`config.mk`:
```
export PLATFORM = sky130hd
export DESIGN_NAME = circular_double_ended_queue_unit
export DESIGN_NICKNAME = d
export VERILOG_FILES = /design/src/rtl/cdq_pkg.sv /design/src/rtl/cdq_ctrl.sv /design/src/rtl/cdq_dpath.sv /design/src/rtl/circular_double_ended_queue_unit.sv
export SDC_FILE = /design/constraint.sdc
export NUM_CORES = 1
export LEC_CHECK = 0
export ABC_AREA = 1
export CAP_MARGIN = 20
export CORE_AREA = 8 8 276 278
export CTS_CLUSTER_SIZE = 40
export DETAILED_ROUTE_END_ITERATION = 6
export DIE_AREA = 0 0 284 286
export DONT_BUFFER_PORTS = 1
export SYNTH_ARGS = -nofsm -noshare
export SYNTH_HDL_FRONTEND = slang
export SYNTH_SLANG_ARGS = --single-unit
```
`constraint.sdc`:
```
create_clock -name clk_i -period 13.63 [get_ports clk_i]
set_clock_uncertainty 0.2 [all_clocks]
set_input_delay 2.0445 -clock clk_i [delete_from_list [all_inputs] [get_ports clk_i]]
set_output_delay 2.0445 -clock clk_i [all_outputs]
set_load 0.1 [all_outputs]
```
`src/rtl/cdq_pkg.sv`:
```
package cdq_pkg;

  localparam int unsigned ACT_W = 2;
  localparam int unsigned STAT_W = 2;
  localparam int unsigned KEY_W = 32;
  localparam int unsigned CFG_W = 5;

  localparam logic [ACT_W-1:0] ACT_INS_FRONT = 2'd0;
  localparam logic [ACT_W-1:0] ACT_INS_REAR = 2'd1;
  localparam logic [ACT_W-1:0] ACT_DEL_FRONT = 2'd2;
  localparam logic [ACT_W-1:0] ACT_DEL_REAR = 2'd3;

  localparam logic [STAT_W-1:0] ST_OK = 2'd0;
  localparam logic [STAT_W-1:0] ST_OVERFLOW = 2'd1;
  localparam logic [STAT_W-1:0] ST_UNDERFLOW = 2'd2;

  typedef struct packed {
    logic cfg_wr;
    logic load;
    logic exec;
    logic read;
    logic respond;
  } cmd_t;

  typedef struct packed {
    logic out_free;
  } stat_t;

endpackage

```
`src/rtl/cdq_ctrl.sv`:
```
module cdq_ctrl (
  input  logic          clk_i,
  input  logic          rst_ni,
  input  logic          in_valid_i,
  output logic          in_ready_o,
  input  logic          cfg_valid_i,
  output logic          cfg_ready_o,
  input  cdq_pkg::stat_t stat_i,
  output cdq_pkg::cmd_t  cmd_o
);

  localparam logic [1:0] S_IDLE = 2'd0;
  localparam logic [1:0] S_EXEC = 2'd1;
  localparam logic [1:0] S_READ = 2'd2;
  localparam logic [1:0] S_RESP = 2'd3;

  logic [1:0] state_q, state_d;

  assign cfg_ready_o = (state_q == S_IDLE);
  assign in_ready_o  = (state_q == S_IDLE) && !cfg_valid_i;

  always_comb begin
    state_d       = state_q;
    cmd_o         = '0;
    cmd_o.cfg_wr  = cfg_valid_i && cfg_ready_o;
    case (state_q)
      S_IDLE: begin
        if (in_valid_i && in_ready_o) begin
          cmd_o.load = 1'b1;
          state_d    = S_EXEC;
        end
      end
      S_EXEC: begin
        cmd_o.exec = 1'b1;
        state_d    = S_READ;
      end
      S_READ: begin
        cmd_o.read = 1'b1;
        state_d    = S_RESP;
      end
      S_RESP: begin
        if (stat_i.out_free) begin
          cmd_o.respond = 1'b1;
          state_d       = S_IDLE;
        end
      end
      default: state_d = S_IDLE;
    endcase
  end

  always_ff @(posedge clk_i or negedge rst_ni) begin
    if (!rst_ni) begin
      state_q <= S_IDLE;
    end else begin
      state_q <= state_d;
    end
  end

endmodule

```
`src/rtl/cdq_dpath.sv`:
```
module cdq_dpath #(
  parameter int unsigned DEPTH = 16,
  parameter int unsigned DATA_WIDTH = 32
) (
  input  logic                              clk_i,
  input  logic                              rst_ni,
  input  cdq_pkg::cmd_t                     cmd_i,
  output cdq_pkg::stat_t                    stat_o,
  input  logic [cdq_pkg::CFG_W-1:0]         cfg_data_i,
  input  logic [cdq_pkg::ACT_W-1:0]         action_i,
  input  logic signed [cdq_pkg::KEY_W-1:0]  key_value_i,
  output logic                              out_valid_o,
  input  logic                              out_ready_i,
  output logic [cdq_pkg::STAT_W-1:0]        status_o,
  output logic signed [cdq_pkg::KEY_W-1:0]  front_value_o,
  output logic signed [cdq_pkg::KEY_W-1:0]  rear_value_o,
  output logic                              has_items_o,
  output logic                              is_full_o
);

  localparam int unsigned IDX_W = $clog2(DEPTH);
  localparam int unsigned CAP_W = $clog2(DEPTH + 1);
  localparam int unsigned CAP_RST = (DEPTH < 16) ? DEPTH : 16;

  logic [DATA_WIDTH-1:0] mem [DEPTH];

  logic [cdq_pkg::ACT_W-1:0]  act_q;
  logic [DATA_WIDTH-1:0]      key_q;
  logic [IDX_W-1:0]           front_q, front_d, rear_q, rear_d, waddr;
  logic                       empty_q, empty_d, we;
  logic [CAP_W-1:0]           cap_q, cap_d;
  logic [cdq_pkg::STAT_W-1:0] res_q, res_d;
  logic [DATA_WIDTH-1:0]      rd_front_q, rd_rear_q;
  logic [63:0]                key_ext, rdf_ext, rdr_ext;
  logic                       full, is_ins;
  logic                       out_valid_q;
  logic [cdq_pkg::STAT_W-1:0] status_q;
  logic [cdq_pkg::KEY_W-1:0]  front_val_q, rear_val_q;
  logic                       has_q, full_q;
  logic [cdq_pkg::CFG_W-1:0]  cfg_v;

  function automatic logic [IDX_W-1:0] wrap_up(input logic [IDX_W-1:0] i,
                                               input logic [CAP_W-1:0] cap);
    logic [CAP_W:0] nxt;
    nxt = (CAP_W+1)'(i) + 1'b1;
    return (nxt >= (CAP_W+1)'(cap)) ? '0 : nxt[IDX_W-1:0];
  endfunction

  function automatic logic [IDX_W-1:0] wrap_down(input logic [IDX_W-1:0] i,
                                                 input logic [CAP_W-1:0] cap);
    logic [CAP_W-1:0] top;
    top = cap - 1'b1;
    return (i == '0) ? top[IDX_W-1:0] : i - 1'b1;
  endfunction

  assign key_ext = {32'b0, key_value_i};
  assign full    = !empty_q && (wrap_up(rear_q, cap_q) == front_q);
  assign is_ins  = (act_q == cdq_pkg::ACT_INS_FRONT) || (act_q == cdq_pkg::ACT_INS_REAR);
  assign cfg_v   = (cfg_data_i == '0) ? cdq_pkg::CFG_W'(1) : cfg_data_i;

  always_comb begin
    front_d = front_q;
    rear_d  = rear_q;
    empty_d = empty_q;
    cap_d   = cap_q;
    res_d   = res_q;
    we      = 1'b0;
    waddr   = '0;
    if (cmd_i.cfg_wr) begin
      cap_d   = (32'(cfg_v) > DEPTH) ? CAP_W'(DEPTH) : CAP_W'(cfg_v);
      front_d = '0;
      rear_d  = '0;
      empty_d = 1'b1;
    end else if (cmd_i.exec) begin
      res_d = cdq_pkg::ST_OK;
      if (is_ins) begin
        if (full) begin
          res_d = cdq_pkg::ST_OVERFLOW;
        end else if (empty_q) begin
          front_d = '0;
          rear_d  = '0;
          empty_d = 1'b0;
          we      = 1'b1;
        end else if (act_q == cdq_pkg::ACT_INS_FRONT) begin
          front_d = wrap_down(front_q, cap_q);
          waddr   = front_d;
          we      = 1'b1;
        end else begin
          rear_d = wrap_up(rear_q, cap_q);
          waddr  = rear_d;
          we     = 1'b1;
        end
      end else begin
        if (empty_q) begin
          res_d = cdq_pkg::ST_UNDERFLOW;
        end else if (front_q == rear_q) begin
          front_d = '0;
          rear_d  = '0;
          empty_d = 1'b1;
        end else if (act_q == cdq_pkg::ACT_DEL_FRONT) begin
          front_d = wrap_up(front_q, cap_q);
        end else begin
          rear_d = wrap_down(rear_q, cap_q);
        end
      end
    end
  end

  always_ff @(posedge clk_i) begin
    if (we) begin
      mem[waddr] <= key_q;
    end
    if (cmd_i.read) begin
      rd_front_q <= mem[front_q];
      rd_rear_q  <= mem[rear_q];
    end
  end

  always_ff @(posedge clk_i) begin
    if (cmd_i.load) begin
      act_q <= action_i;
      key_q <= key_ext[DATA_WIDTH-1:0];
    end
    res_q <= res_d;
  end

  assign rdf_ext = 64'(rd_front_q);
  assign rdr_ext = 64'(rd_rear_q);

  always_ff @(posedge clk_i) begin
    if (cmd_i.respond) begin
      status_q    <= res_q;
      front_val_q <= empty_q ? '0 : rdf_ext[cdq_pkg::KEY_W-1:0];
      rear_val_q  <= empty_q ? '0 : rdr_ext[cdq_pkg::KEY_W-1:0];
      has_q       <= !empty_q;
      full_q      <= full;
    end
  end

  always_ff @(posedge clk_i or negedge rst_ni) begin
    if (!rst_ni) begin
      front_q     <= '0;
      rear_q      <= '0;
      empty_q     <= 1'b1;
      cap_q       <= CAP_W'(CAP_RST);
      out_valid_q <= 1'b0;
    end else begin
      front_q <= front_d;
      rear_q  <= rear_d;
      empty_q <= empty_d;
      cap_q   <= cap_d;
      if (cmd_i.respond) begin
        out_valid_q <= 1'b1;
      end else if (out_ready_i) begin
        out_valid_q <= 1'b0;
      end
    end
  end

  assign stat_o.out_free = !out_valid_q || out_ready_i;
  assign out_valid_o     = out_valid_q;
  assign status_o        = status_q;
  assign front_value_o   = $signed(front_val_q);
  assign rear_value_o    = $signed(rear_val_q);
  assign has_items_o     = has_q;
  assign is_full_o       = full_q;

endmodule

```
`src/rtl/circular_double_ended_queue_unit.sv`:
```
// An accepted request is loaded, then exec, slot read and response run in turn through
// the single-write, dual-read slot memory; the response step waits for a free output
// register. The next request is taken only after the last one has responded.
// A waiting result does not block the next request until that request's response step.
// Reset: deque empty, both indices 0, capacity min(16, DEPTH); slot contents not cleared.
module circular_double_ended_queue_unit #(
  parameter int unsigned DEPTH = 16,
  parameter int unsigned DATA_WIDTH = 32
) (
  input  logic                              clk_i,
  input  logic                              rst_ni,
  input  logic                              cfg_valid_i,
  output logic                              cfg_ready_o,
  input  logic [cdq_pkg::CFG_W-1:0]         cfg_data_i,
  input  logic                              in_valid_i,
  output logic                              in_ready_o,
  input  logic [cdq_pkg::ACT_W-1:0]         action_i,
  input  logic signed [cdq_pkg::KEY_W-1:0]  key_value_i,
  output logic                              out_valid_o,
  input  logic                              out_ready_i,
  output logic [cdq_pkg::STAT_W-1:0]        status_o,
  output logic signed [cdq_pkg::KEY_W-1:0]  front_value_o,
  output logic signed [cdq_pkg::KEY_W-1:0]  rear_value_o,
  output logic                              has_items_o,
  output logic                              is_full_o
);

  cdq_pkg::cmd_t  cmd;
  cdq_pkg::stat_t stat;

  cdq_ctrl u_ctrl (
    .clk_i       (clk_i),
    .rst_ni      (rst_ni),
    .in_valid_i  (in_valid_i),
    .in_ready_o  (in_ready_o),
    .cfg_valid_i (cfg_valid_i),
    .cfg_ready_o (cfg_ready_o),
    .stat_i      (stat),
    .cmd_o       (cmd)
  );

  cdq_dpath #(
    .DEPTH      (DEPTH),
    .DATA_WIDTH (DATA_WIDTH)
  ) u_dpath (
    .clk_i         (clk_i),
    .rst_ni        (rst_ni),
    .cmd_i         (cmd),
    .stat_o        (stat),
    .cfg_data_i    (cfg_data_i),
    .action_i      (action_i),
    .key_value_i   (key_value_i),
    .out_valid_o   (out_valid_o),
    .out_ready_i   (out_ready_i),
    .status_o      (status_o),
    .front_value_o (front_value_o),
    .rear_value_o  (rear_value_o),
    .has_items_o   (has_items_o),
    .is_full_o     (is_full_o)
  );

  a_full_has_items: assert property (@(posedge clk_i) disable iff (!rst_ni)
    out_valid_o && is_full_o |-> has_items_o)
    else $error("full result without items");

  a_empty_zero: assert property (@(posedge clk_i) disable iff (!rst_ni)
    out_valid_o && !has_items_o |-> front_value_o == '0 && rear_value_o == '0)
    else $error("empty result carries nonzero values");

  a_underflow_empty: assert property (@(posedge clk_i) disable iff (!rst_ni)
    out_valid_o && status_o == cdq_pkg::ST_UNDERFLOW |-> !has_items_o)
    else $error("underflow on nonempty deque");

  a_overflow_full: assert property (@(posedge clk_i) disable iff (!rst_ni)
    out_valid_o && status_o == cdq_pkg::ST_OVERFLOW |-> is_full_o)
    else $error("overflow on deque that is not full");

endmodule
```
==> results.md, run 1 <==
- Layout cell share with drive strength beyond 1: a little over 7%
- FF+latch count, synth: between 600 and 700
- Cell Rows: slightly below 100
- DR iter-0 viols: about 2800
- Crit path to: u_dpath.mem[8][26]
- CORE AREA: roughly 72000 um^2
- Initial Utilization: 44.40%
- Worst Path Buf+Inv: 3
- Gr usage total: 20.84%
- # port buffers: 0
- Critical Path AT: between 5 and 6 ns
- Worst r2r dst: u_dpath.mem[8][26]
- Crit. Startpoint: u_dpath.rear_q[1]
- Cts hold-fix bufs: 0
- Status: finished clean
- CP endpoint kind: register
- Reg-to-Reg Start: u_dpath.rear_q[1]
- Most frequent cells in the layout: edfxtp_1, o21ai_0, a21oi_1
- Reg2reg path depth: 14
- Sink Count: 697
- DRT antenna net count: 0
- Seq/Total Area, Yosys: around 65%
- Number of global-route vias before repair: between 20000 and 25000
- Die height: 286 um
- Setup Buffers After CTS: 0
- Slowest cell on crit path: dfrtp_4
- WS Path Type: reg -> reg
- First-pass GRT wire length: 133300 um
- Root Driver: clkbuf_16
- Most used DFF post-synth: edfxtp_1
- Max Cap Viol: 0
- PnR Total Power: approximately 8.0 mW
- Min-Delay Path Class: reg -> reg
- Pins Over Slew Limit: 0
- Die area: between 80000 and 90000 um^2
- Post-DP HPWL: roughly 50000 um
- Largest net degree at the start of global routing: ~240
- Syn_nets: ~3100
- CTS clk-pin slew, worst paths: about 0.060 ns
- Critical Path Most Common Cell: nand2_1
- RSZ-0062 raised after global routing: no
- Critical Path Source Type: register
- CP required: approximately 14 ns
- Crit-path max cell delay: about 1.1 ns
- Slew @ Worst Pin: about 1.1 ns
- Post-layout util: between 40% and 50%
- Pleak: around 12 nW
- Tmin final: ~5.7 ns
- Routed wire per std cell: ~22 um
- Critical Path, Cell by Cell: inv_1 -> ha_1 -> ha_1 -> nand2_1 -> nor2_1 -> nand2_1 -> nand3_1 -> nand2_1 -> nand2_1 -> inv_1 -> nand3_2 -> nand4_1 -> nor2_4 -> buf_4
- H-Tree Depth: 3
- Mapped Cells: a little over 3000
- Max Root-Sink Buffers: 3
- Syn Area/Cell: between 10 and 15 um^2
- Post-route setup TNS: 0 ns
- Final setup violating endpoints: 0
- Synth warn: 0
- Final WL: 87640 um
- Headroom to the max-slew limit: 24.04%
- Async S/R FF share, synth: 2.439%
- Nets: slightly below 3000
- Num CTS Buffers: 76
- Final Hold Fails: 0
- GPL Wtd Cong: about 0.85
- Final instance area: 35290 um^2
- Vias: roughly 23000
- Crit Path Max Fanout: a little under 90
- Post-synth EDFFs: 680
- PD cells: 226.7 nW/um^2
- CTS tree: yes
- Antenna violations before repair: 2
- DRC Markers: 0
- Yosys cell types: 40
- Die X: around 280 um
- Vias/cell: 5.868
- Io pins: about 120
- Grt total ovfl: 0
- Flop-to-flop setup slack: between 7 and 8 ns
- Post-CTS sizing: 0
- CP top delay family: simple AND/OR/NAND/NOR gates
- Number of fill cells: between 6000 and 7000
- WP depth: 14
- Max Clk Rate: about 170 MHz
- Drt first pass iters: 6
- Placed inst area: 32730 um^2
- Crit share post-route: a little over two fifths
- Commonest non-fill, non-tap cell in the layout: edfxtp_1
- VDD IR max: between 0.2 and 0.3 mV
- Syn Std Cell Area: between 30000 and 40000 um^2
- Synth-to-layout area growth: 10.25%
- Worst skew pair latency: between 0.6 and 0.7 ns
==> synthesized netlist by cell type (2+ instances only) <==
| cell | instances | share of area, % |
|---|---|---|
| buf_1 | 22 | 0.26 |
| o22ai_1 | 4 | 0.078 |
| xor2_1 | 10 | 0.27 |
| nand4_1 | 24 | 0.47 |
| dfstp_2 | 2 | 0.16 |
| a21oi_1 | 297 | 4.6 |
| nor2_1 | 298 | 3.5 |
| nand3_2 | 3 | 0.094 |
| buf_4 | 14 | 0.33 |
| buf_2 | 54 | 0.84 |
| nand2_1 | 229 | 2.7 |
| dfrtp_1 | 15 | 1.2 |
| nand2_2 | 5 | 0.098 |
| o211ai_1 | 102 | 2.4 |
| inv_2 | 6 | 0.070 |
| ha_1 | 19 | 0.74 |
| edfxtp_1 | 680 | 64 |
| clkbuf_1 | 125 | 1.5 |
| nand4_2 | 5 | 0.20 |
| o21ai_0 | 641 | 10 |
| o21ai_1 | 32 | 0.50 |
| buf_6 | 5 | 0.18 |
| nor2_2 | 4 | 0.078 |
| inv_1 | 262 | 3.1 |
| nor3_1 | 2 | 0.031 |
| nand3_1 | 150 | 2.3 |
==> flip-flops by register name, summed over array words and instances, names as in the netlist, 4 cells and up <==
| signal | count |
|---|---|
| u_dpath.rear_q | 4 |
| u_dpath.key_q | 32 |
| u_dpath.mem | 512 |
| u_dpath.cap_q | 5 |
| u_dpath.rd_front_q | 32 |
| u_dpath.rd_rear_q | 32 |
| u_dpath.front_value_o | 32 |
| u_dpath.rear_value_o | 32 |
| u_dpath.front_q | 4 |
==> how the worst min path moves through the flow <==
stage	startpoint	end	slack, ns	depth (start not counted)
detailed placement	u_dpath.res_q[1]	u_dpath.status_o[1]	0.21	0
CTS	u_dpath.res_q[1]	u_dpath.status_o[1]	0.23	0
global placement	u_dpath.res_q[1]	u_dpath.status_o[1]	0.20	0
finish	u_dpath.res_q[1]	u_dpath.status_o[1]	0.23	0
global route	u_dpath.res_q[1]	u_dpath.status_o[1]	0.24	0
floorplan	u_dpath.res_q[0]	u_dpath.status_o[0]	0.20	0
==> per-stage QoR <==
step | cells | worst slack, ns | hold WS, ns
finish | 3941 | 7.894 | 0.2269
global route | 3941 | 7.551 | 0.2391
CTS | 3937 | 7.846 | 0.2334
detailed placement | 3800 | 7.899 | 0.2070
global placement | 3800 | 8.013 | 0.2050
floorplan | 3024 | 7.548 | 0.2003
==> cell type report <==
type / count / area (um^2) / area share (%)
Sequential cell: 697 / 20870 / 59.14
Multi-Input combinational cell: 1837 / 9333 / 26.45
Clock buffer: 87 / 1996 / 5.656
Tap cell: 959 / 1200 / 3.400
Inverter: 269 / 1015 / 2.876
Clock inverter: 50 / 485.5 / 1.376
Timing Repair Buffer: 41 / 385.4 / 1.092
Antenna cell: 1 / 2.502 / 0.007092
==> logic make-up (layout without fill, tap and decap cells) <==
group | after synthesis | count (layout) | synth area share, %
AO/OA/AOI/OAI | 1079 | 1079 | 17.78
flip-flops | 697 | 697 | 65.13
buffers and inverters | 490 | 447 | 6.243
multiplexers | 1 | 1 | 0.03127
XOR/XNOR | 11 | 11 | 0.3245
AND/OR/NAND/NOR | 727 | 727 | 9.746
adder cells (fa/ha/maj) | 19 | 19 | 0.7427
other | 0 | 1 | 0
==> power by group <==
group	internal, mW	switching [mW]	leakage [nW]
Sequential	2.78	0.808	6.39
Combinational	0.666	1.69	4.65
Clock	1.21	0.843	1.20
Total	4.66	3.34	12.2
==> metal layers <==
metal | routed length, um | GRT usage (%) | vias up
met5 | 20 | 0 | -
met4 | 2419 | 7.483 | 2
met3 | 7211 | 3.301 | 169
met2 | 41600 | 34.47 | 1131
met1 | 36390 | 27.82 | 11227
li1 | - | - | 10597
Note: power is estimated with default switching activity, not from simulation.
==> inputs of run 2 (changes only) <==
Clock period 13.63 ns to 4.64 ns, I/O delays scaled along.
==> run 2 against run 1 <==
Compared with the run above: routed wire length up 6.6%; final area up 2.1%; sequential share of layout area down 1.2 points; total power rose to 3.0 times the previous value; first-iteration DRC count down 2.9%; setup slack worse by 7.4 ns; flip-flop and latch count unchanged; combinational power rose to 3.2 times the previous value; global-route usage up 1.4 points; fmax up 40%; critical path type unchanged; largest cell class unchanged.
==> results.md, run 2 (synthesis gave the netlist of run 1 again) <==
- Status: finished clean
- Final hold slack: 0.02756 ns (-0.1994 ns)
- Die area: 81220 um^2 (unchanged)
- Antenna violations before repair: 0 (-2)
- Gr usage total: 22.23% (+1.4 points)
- Crit Path Max Fanout: 16 (-82%)
- Post-route setup TNS: 0 ns (unchanged)
- Sink Count: 697 (unchanged)
- Critical Path AT: 4.27 ns (-1.55 ns)
- Internal: 13.98 mW (+200%)
- Max Root-Sink Buffers: 3 (unchanged)
- Grt total ovfl: 0 (unchanged)
- Net Sw Power: 10.08 mW (+200%)
- Register area: 20870 um^2 (unchanged)
- # port buffers: 0 (unchanged)
- Comb power frac: 31.0% (+1.5 points)
- Final setup violating endpoints: 0 (unchanged)
- Slew @ Worst Pin: 1.164 ns (+0.02492 ns)
- Flop-to-flop setup slack: 0.53 ns (-7.37 ns)
- Max Cap Viol: 0 (unchanged)
- Drt first pass iters: 6 (unchanged)
- Worst skew pair latency: 0.63 ns (about the same)
- RSZ-0062 raised after global routing: no
- Pins Over Slew Limit: 0 (unchanged)
- Die height: 286 um (unchanged)
- WS Path Type: reg -> reg
- Final non-filler cell total: 4006 (+1.6%)
- CP required: 4.80 ns (-8.91 ns)
- Most frequent cells in the layout: edfxtp_1, o21ai_0, a21oi_1
- GPL Wtd Cong: 0.8821 (+4.2%)
- Pleak: 12.59 nW (+2.9%)
- VDD IR max: 0.4851 mV (+91%)
- Final Hold Fails: 0 (unchanged)
- Num CTS Buffers: 79 (+3.9%)
- Io pins: 115 (unchanged)
- CP endpoint kind: register
- Placed insts: 3825 (+0.66%)
- DRT antenna net count: 0 (unchanged)
- Diodes inserted: 0 (-1)
- Commonest non-fill, non-tap cell in the layout: edfxtp_1
- Routed wire per std cell: 23.31 um (+4.8%)
- Headroom to the max-slew limit: 22.38% (-1.7 points)
- DR iter-0 viols: 2721 (-2.9%)
- Min-Delay Path Class: in -> reg
- Max Clk Rate: 243.3 MHz (+40%)
- Sequential Power Share: 42.8% (-2.1 points)
- CTS tree: yes
- Post-DP HPWL: 54360 um (+11%)
- Setup Buffers After CTS: 0 (unchanged)
- Crit share post-route: 88.60% (+47 points)
- Final WL: 93380 um (+6.6%)
- Initial Utilization: 44.40% (unchanged)
- PnR Total Power: 24.06 mW (+200%)
- Vias/cell: 5.894 (+0.44%)
- Number of global-route vias before repair: 23028 (+2.2%)
- Final worst slack: 0.5292 ns (-7.365 ns)
- Layout cell share with drive strength beyond 1: 8.008% (+0.76 points)
- Synth-to-layout area growth: 12.60%
- CTS clk-pin slew, worst paths: 0.06 ns (about the same)
- Max FFs per register: 512 (unchanged)
- Hold path cells: 2 (+2)
- PD cells: 667.6 nW/um^2 (+190%)
- Number of fill cells: 6349 (-0.24%)
- Nets: 3048 (+2.1%)
- Critical Path Source Type: register
- DRC Markers: 0 (unchanged)
- Reg2reg path depth: 15 (+1)
- H-Tree Depth: 3 (unchanged)
- Vias: 23612 (+2.1%)
- Area of the multi-input gates: 9339 um^2 (about the same)
- Dpl ws: 0.5809 ns (-7.318 ns)
- Switch share: 41.89% (+0.094 points)
- Clock Power Share: 26.2% (+0.6 points)
- First-pass GRT wire length: 140200 um (+5.1%)
- Most flops, register: u_dpath.mem
- Largest net degree at the start of global routing: 216 (-11%)
- Cell Rows: 99 (unchanged)
- Root Driver: clkbuf_16
- CORE AREA: 72090 um^2 (unchanged)
- Die X: 284 um (unchanged)
- Tmin final: 4.111 ns (-1.625 ns)
run 2: power groups by stage:
stage | Combinational [mW] | Sequential, mW | Clock [mW]
global placement | 7.18 | 10.4 | 0
detailed placement | 7.30 | 10.4 | 0
CTS | 7.36 | 10.3 | 6.42
floorplan | 5.15 | 10.2 | 0
global route | 8.23 | 10.4 | 6.65
finish | 7.45 | 10.3 | 6.31
run 2: worst max-delay path, cell delays in order, from the launching register on:
cell and delay (ns):
dfrtp_4 0.52, ha_1 0.26, xor2_2 0.18, ha_1 0.32, nand2_1 0.05, nor2_1 0.08, nand2_1 0.26, nand4_1 0.20
nand2_1 0.06, nand2_1 0.11, nor2_2 0.05, nand3_2 0.23, nand2_1 0.12, a21oi_1 0.75, nor2_4 0.21, buf_12 0.24
run 2: cell type report:
type | count | area share, %
Tap cell | 959 | 3.329
Clock inverter | 52 | 1.552
Sequential cell | 697 | 57.91
Multi-Input combinational cell | 1837 | 25.91
Inverter | 269 | 2.816
Timing Repair Buffer | 101 | 2.812
Clock buffer | 91 | 5.669
run 2: routing by layer:
| layer | up-vias | GRT usage (%) | routed length (um) | share of wire, % |
|---|---|---|---|---|
| li1 | 10728 | - | - | - |
| met1 | 11475 | 30.81 | 39860 | 43 |
| met2 | 1186 | 35.18 | 42920 | 46 |
| met3 | 223 | 3.848 | 7631 | 8.2 |
| met4 | 0 | 8.042 | 2964 | 3.2 |
| met5 | - | 0 | 0 | 0 |
run 2: path summary, 6_finish.rpt:
path,startpoint,end
worst max register to register,u_dpath.rear_q[0],u_dpath.mem[12][26]
min in group asynchronous,rst_ni,u_dpath.front_q[1]
worst min-delay path,cfg_data_i[2],u_dpath.cap_q[2]
max in group asynchronous,rst_ni,u_dpath.rear_q[1]
worst min register to register,u_dpath.res_q[1],u_dpath.status_o[1]
worst max-delay path,u_dpath.rear_q[0],u_dpath.mem[12][26]
run 2: stage by stage:
stage	utilization [%]	cell area, um^2
after detailed placement	45.81	33020
final	49.99	36040
after global routing	49.99	36040
after global placement	45.81	33020
after CTS	49.92	35980
after floorplan	-	32020
run 2: repair_timing:
| item | 4_1_cts | 5_1_grt |
|---|---|---|
| resized for setup | 0 | 0 |
| hold buffers | 36 | 0 |
| endpoints found under the hold margin | 52 | 0 |
